--- src/rtl/mbrc_pkg.sv ---
// shared types and constants for the modbus read response checker
// no dependencies
package mbrc_pkg;

    localparam int DEFAULT_MAX_REGISTERS = 16;

    localparam int BYTE_W   = 8;
    localparam int CRC_W    = 16;
    localparam int STATUS_W = 3;
    localparam int INDEX_W  = 4;
    localparam int COUNT_W  = 5;
    // highest position is 3 + 2 * 31 + 1
    localparam int POS_W    = 7;

    localparam logic [CRC_W-1:0]  CRC_INIT  = 16'hFFFF;
    localparam logic [CRC_W-1:0]  CRC_POLY  = 16'hA001;
    localparam logic [BYTE_W-1:0] FUNC_READ = 8'h03;

    localparam logic [BYTE_W-1:0]  SLAVE_RESET = 8'd1;
    localparam logic [COUNT_W-1:0] COUNT_RESET = 5'd2;

    // configuration register indexes
    localparam logic CFG_SLAVE = 1'b0;
    localparam logic CFG_COUNT = 1'b1;

    // result status codes
    localparam logic [STATUS_W-1:0] ST_OK      = 3'd0;
    localparam logic [STATUS_W-1:0] ST_SLAVE   = 3'd1;
    localparam logic [STATUS_W-1:0] ST_FUNC    = 3'd2;
    localparam logic [STATUS_W-1:0] ST_COUNT   = 3'd3;
    localparam logic [STATUS_W-1:0] ST_CRC     = 3'd4;
    localparam logic [STATUS_W-1:0] ST_TIMEOUT = 3'd5;

    typedef struct packed {
        logic              init;   // load the crc seed
        logic              start;  // fold in a byte, then eight shift steps
        logic [BYTE_W-1:0] data;
    } t_crc_ctrl;

endpackage

--- src/rtl/mbrc_crc_unit.sv ---
// bit-serial crc-16/modbus unit, one shift/xor step per cycle
// depends on mbrc_pkg
module mbrc_crc_unit (
    input  logic                           i_clk,
    input  logic                           i_rst_n,
    input  mbrc_pkg::t_crc_ctrl            i_ctrl,
    output logic [mbrc_pkg::CRC_W-1:0]     o_crc,
    output logic                           o_busy
);
    import mbrc_pkg::*;

    logic [CRC_W-1:0] r_crc, n_crc;
    logic [3:0]       r_steps, n_steps;

    always_comb begin
        n_crc   = r_crc;
        n_steps = r_steps;
        if (i_ctrl.init) begin
            n_crc   = CRC_INIT;
            n_steps = 4'd0;
        end else if (i_ctrl.start) begin
            n_crc   = r_crc ^ {{(CRC_W-BYTE_W){1'b0}}, i_ctrl.data};
            n_steps = 4'd8;
        end else if (r_steps != 4'd0) begin
            n_crc   = r_crc[0] ? ((r_crc >> 1) ^ CRC_POLY) : (r_crc >> 1);
            n_steps = r_steps - 4'd1;
        end
    end

    always_ff @(posedge i_clk) begin
        if (!i_rst_n) begin
            r_crc   <= CRC_INIT;
            r_steps <= 4'd0;
        end else begin
            r_crc   <= n_crc;
            r_steps <= n_steps;
        end
    end

    assign o_crc  = r_crc;
    assign o_busy = (r_steps != 4'd0);

endmodule

--- config.mk ---
export PLATFORM = sky130hd
export DESIGN_NAME = mbrc_crc_unit
export DESIGN_NICKNAME = d
export VERILOG_FILES = /design/src/rtl/mbrc_pkg.sv /design/src/rtl/mbrc_crc_unit.sv
export SDC_FILE = /design/constraint.sdc
export NUM_CORES = 1
export LEC_CHECK = 0
export ABC_AREA = 1
export BUFFER_PORTS_ARGS = -buffer_cell sky130_fd_sc_hd__buf_2
export CORE_MARGIN = 10
export CORE_UTILIZATION = 30
export CTS_BUF_LIST = sky130_fd_sc_hd__clkbuf_4
export DETAILED_ROUTE_END_ITERATION = 6
export HOLD_SLACK_MARGIN = 0.05
export PLACE_DENSITY = 0.52
export SETUP_SLACK_MARGIN = 0.02
export SYNTH_ARGS = -nofsm -noshare
export SYNTH_HDL_FRONTEND = slang
export SYNTH_SLANG_ARGS = --single-unit
--- constraint.sdc ---
create_clock -name i_clk -period 2.2 [get_ports i_clk]
set_clock_uncertainty 0.1 [all_clocks]
set_input_delay 0.11 -clock i_clk [delete_from_list [all_inputs] [get_ports i_clk]]
set_output_delay 0.11 -clock i_clk [all_outputs]
set_load 0.02 [all_outputs]
**Yosys cells after proc, flatten, opt, wreduce, memory -nomap -nowiden**

Index checks and enable logic that the tools add are counted.

- Logic and storage cells: 16
- Flip-flop bits (word level): 20
- Bits of input ports: 12
- Output and inout port bits: 17

- Reductions and logical operators: 4
- Mux-type cells: 5
- Add/subtract/negate cells: 1
- Bitwise gates (word level): 3

Operator list:

| cell | number |
|---|---|
| 16-bit 2-to-1 mux | 3 |
| 16-bit by 8-bit XOR with 16-bit output | 1 |
| 4-bit 2-to-1 mux | 2 |
| 4-bit nonzero test | 1 |
| 4-bit by 1-bit subtractor with 4-bit output (second input constant) | 1 |
| 2-bit inverter with 3-bit output | 1 |
| 3-bit OR reduction | 1 |
| 2-bit nonzero test | 1 |
| 2-bit OR reduction | 1 |
| 1-bit inverter | 1 |

**Logic depth before layout (Yosys ltp)**

- Word-level depth: 4
- Mapped depth: 8

**Least setup slack after synthesis**

No wires, ideal clock.

- Path kind: register to register
- From: register r_steps[0]
- To: register r_crc[15] (netlist: o_crc[15])
- Clock period less this slack: 1268 ps
- Required time: 1981 ps
- Cell stages (with the launch flop): 8
- Data arrival time: 1049 ps
- Slack: 932 ps
- Cells stage by stage: dfxtp_1 -> inv_1 -> ha_1 -> nand2_2 -> buf_6 -> buf_12 -> nand3_2 -> nand3_2

- Cells in the longest elaborated chain, start to end: 2

RTL lines:

| what | line | source |
|---|---|---|
| start, declared | mbrc_crc_unit.sv:13 | `logic [3:0] r_steps, n_steps;` |
| start signal, assigned | mbrc_crc_unit.sv:36 | `r_steps <= n_steps;` |
| 4-bit nonzero test | - |  |
| net o_busy | mbrc_crc_unit.sv:8 | `output logic o_busy` |
| 2-bit nonzero test (no source line) | - |  |
| end signal, assigned | mbrc_crc_unit.sv:35 | `r_crc <= n_crc;` |
| end, declared | mbrc_crc_unit.sv:12 | `logic [CRC_W-1:0] r_crc, n_crc;` |

The timed path passes the listed nets, and every way through them passes these cells.
A chain may end at the register's enable or synchronous reset.

**Worst setup path after layout**

- From: input port i_ctrl[9] in the netlist's numbering
- To: register r_crc[14] (netlist: o_crc[14])

- Cells in the longest elaborated chain, start to end: 1

RTL lines:

| what | line | source |
|---|---|---|
| start, declared | mbrc_crc_unit.sv:6 | `input mbrc_pkg::t_crc_ctrl i_ctrl,` |
| 2-bit OR reduction (no source line) | - |  |

No other way between the ends.

==> results_dict.tcl <==
set metrics [dict create \
    status "complete, no violations" \
    root_buffer "clkbuf_4" \
    antenna_found_initial 0 \
    worst_pin_slew_ns 0.433 \
    critPathRequiredTime_ns 2.29 \
    routedWlPerCell_um 10.7 \
    switching_power_uw 229 \
    clk_path_buf_depth 2 \
    clock-sinks 20 \
    crit_path_max_fanout 7 \
    cts_resized 0 \
    critPathArrivalTime_ns 1.81 \
    wirelength_mm 2.37 \
    critPathLaunchType "input port" \
    cap_violations 0 \
    worst_setup_path_end_kind "flip-flop" \
    cts_tree "done" \
    ys_ff_latch 20 \
    final_cell_mix "35 x nand2_1, 28 x buf_2, 20 x dfxtp_1" \
    slew_viol_final 0 \
    die_h_um 80.9 \
    ys_seq_area_share_pct 36.0 \
    power.density_nw_per_um2 547 \
    netlist_area_um2 1110 \
    synth_cells 139 \
    cts_buffers 3 \
    grt_usage_pct 7.75 \
    die_w_um 80.9 \
    fillers 399 \
    synth_cell_types 19 \
    hold_viol 0 \
    irDropWorstVdd_v 0.000338 \
    post-route-period-util_pct 78.1 \
    drive_above_1_share_pct 33.3 \
    post_cts_buffers 0 \
    start_util_pct 30.6 \
    avgSynthCellArea_um2 7.99 \
    switching_share_pct 30.9 \
    coreArea_um2 3630 \
    gp_congestion 0.759 \
    final_common_cell "nand2_1" \
    grt_pass1_vias 974 \
    nNetsFinal 189 \
    p_leak_nw 0.650 \
    drc 0 \
    relSlewSlack_pct 71.1 \
    whs_ns 0.0896 \
    insertedDiodeCount 0 \
    grt_pass1_wl_mm 4.26 \
    p_comb_share_pct 24.1 \
    drtIter0Drc 33 \
    post-dp-hpwl_mm 1.83 \
    gr-total-overflow 0 \
    die_area_um2 6540 \
    clock_power_share_pct 23.0 \
    postRouteAntennaNets 0 \
    seqPwrFrac_pct 52.9 \
    setup_viol 0 \
    setup_tns_ns 0 \
    fmax_ghz 0.582 \
    worstSetupPathType "input port to flip-flop" \
    syn-num-nets 153 \
    ios 29 \
    ys_warn_count 0 \
    first_pass_iters 4 \
    path_clk_slew_ns 0.11 \
    vias_per_cell 4.39 \
    h-tree-depth 1 \
    area_delta_synth_final_pct 22.0 \
    insertion_delay_ns 0.29 \
    placement_rows 22 \
    grt_max_degree 21 \
    io_buffer_count 28 \
    num_vias 974 \
    hp-class "input port to flip-flop" \
    min_period_ns 1.72 \
    internal-power_uw 512 \
    rsz0062_at_grt "no" \
]
-- final timing paths --
path              startpoint          to  slack [ns]  depth (start not counted)
setup / recovery   i_ctrl[9]   o_crc[14]        0.48                          5
hold / removal     i_ctrl[4]    o_crc[4]        0.09                          5
setup reg to reg  r_steps[0]   o_crc[13]        0.70                          6
hold reg to reg   r_steps[0]  r_steps[0]        0.37                          2
-- registers in the layout, indices dropped and copies added (netlist names) --
name,count
o_crc,16
r_steps,4
-- stage by stage --
stage	power [mW]	setup slack [ns]	utilization (%)	std cells	instance area [um2]
after floorplan	0.541	0.932	-	139	1110
after detailed placement	0.571	0.711	34.4	210	1250
after global placement	0.569	0.767	34.4	210	1250
after global routing	0.802	0.430	37.3	222	1360
final	0.741	0.481	37.3	222	1360
after CTS	0.758	0.481	37.3	222	1360
-- cell usage after synthesis --
library cell | n | area, um2
nand2_1 | 35 | 131
buf_4 | 1 | 7.51
a21oi_1 | 7 | 35.0
nand2_2 | 3 | 18.8
buf_6 | 4 | 45.0
nand3_1 | 17 | 85.1
nand3b_1 | 5 | 37.5
inv_1 | 15 | 56.3
dfxtp_1 | 20 | 400
nor2_2 | 2 | 12.5
nand3_2 | 18 | 180
nor2_1 | 1 | 3.75
ha_1 | 2 | 25.0
buf_2 | 1 | 5.00
xnor2_1 | 1 | 8.76
nor3_1 | 1 | 5.00
inv_2 | 2 | 7.51
xor2_1 | 3 | 26.3
buf_12 | 1 | 20.0
-- cell type report --
type,instances,area (um2),area share [%]
Inverter,17,63.8,4.71
Clock inverter,1,3.75,0.277
Sequential cell,20,400,29.5
Timing Repair Buffer,38,235,17.4
Clock buffer,3,22.5,1.66
Tap cell,48,60.1,4.43
Multi-Input combinational cell,95,569,42.0
-- kinds of logic (layout without fill, tap and decap cells) --
logic type	Yosys count	after routing	share of synthesized area [%]
flops	20	20	36.0
compound gates	7	7	3.15
buf+inv	24	59	12.7
xor+xnor	4	4	3.15
fa+ha+maj	2	2	2.25
simple gates	82	82	42.7
-- timing repair --
action / CTS / global route
endpoints found under the setup margin: 0 / 0
hold endpoints to repair: 12 / 0
hold buffers: 8 / 0
-- power by group through the flow --
stage	combinational (mW)	clock [mW]	sequential, mW
detailed placement	0.170	0	0.400
finish	0.179	0.170	0.392
floorplan	0.127	0	0.414
global placement	0.168	0	0.400
CTS	0.182	0.184	0.392
global route	0.203	0.203	0.395
-- critical path, cell delays in order --
cell and delay [ns]:
dlygate4sd3_1 0.53, buf_2 0.12, nor2_2 0.33, dlygate4sd3_1 0.64, nand3_2 0.07
-- routing by layer --
metal	share of wire, %	track usage (%)	vias up
met4	0.17	0.519	0
met2	41	11.9	29
met5	0	0	-
li1	-	-	515
met1	49	10.0	428
met3	10	3.75	2
Note: power is estimated with default switching activity, not from simulation.
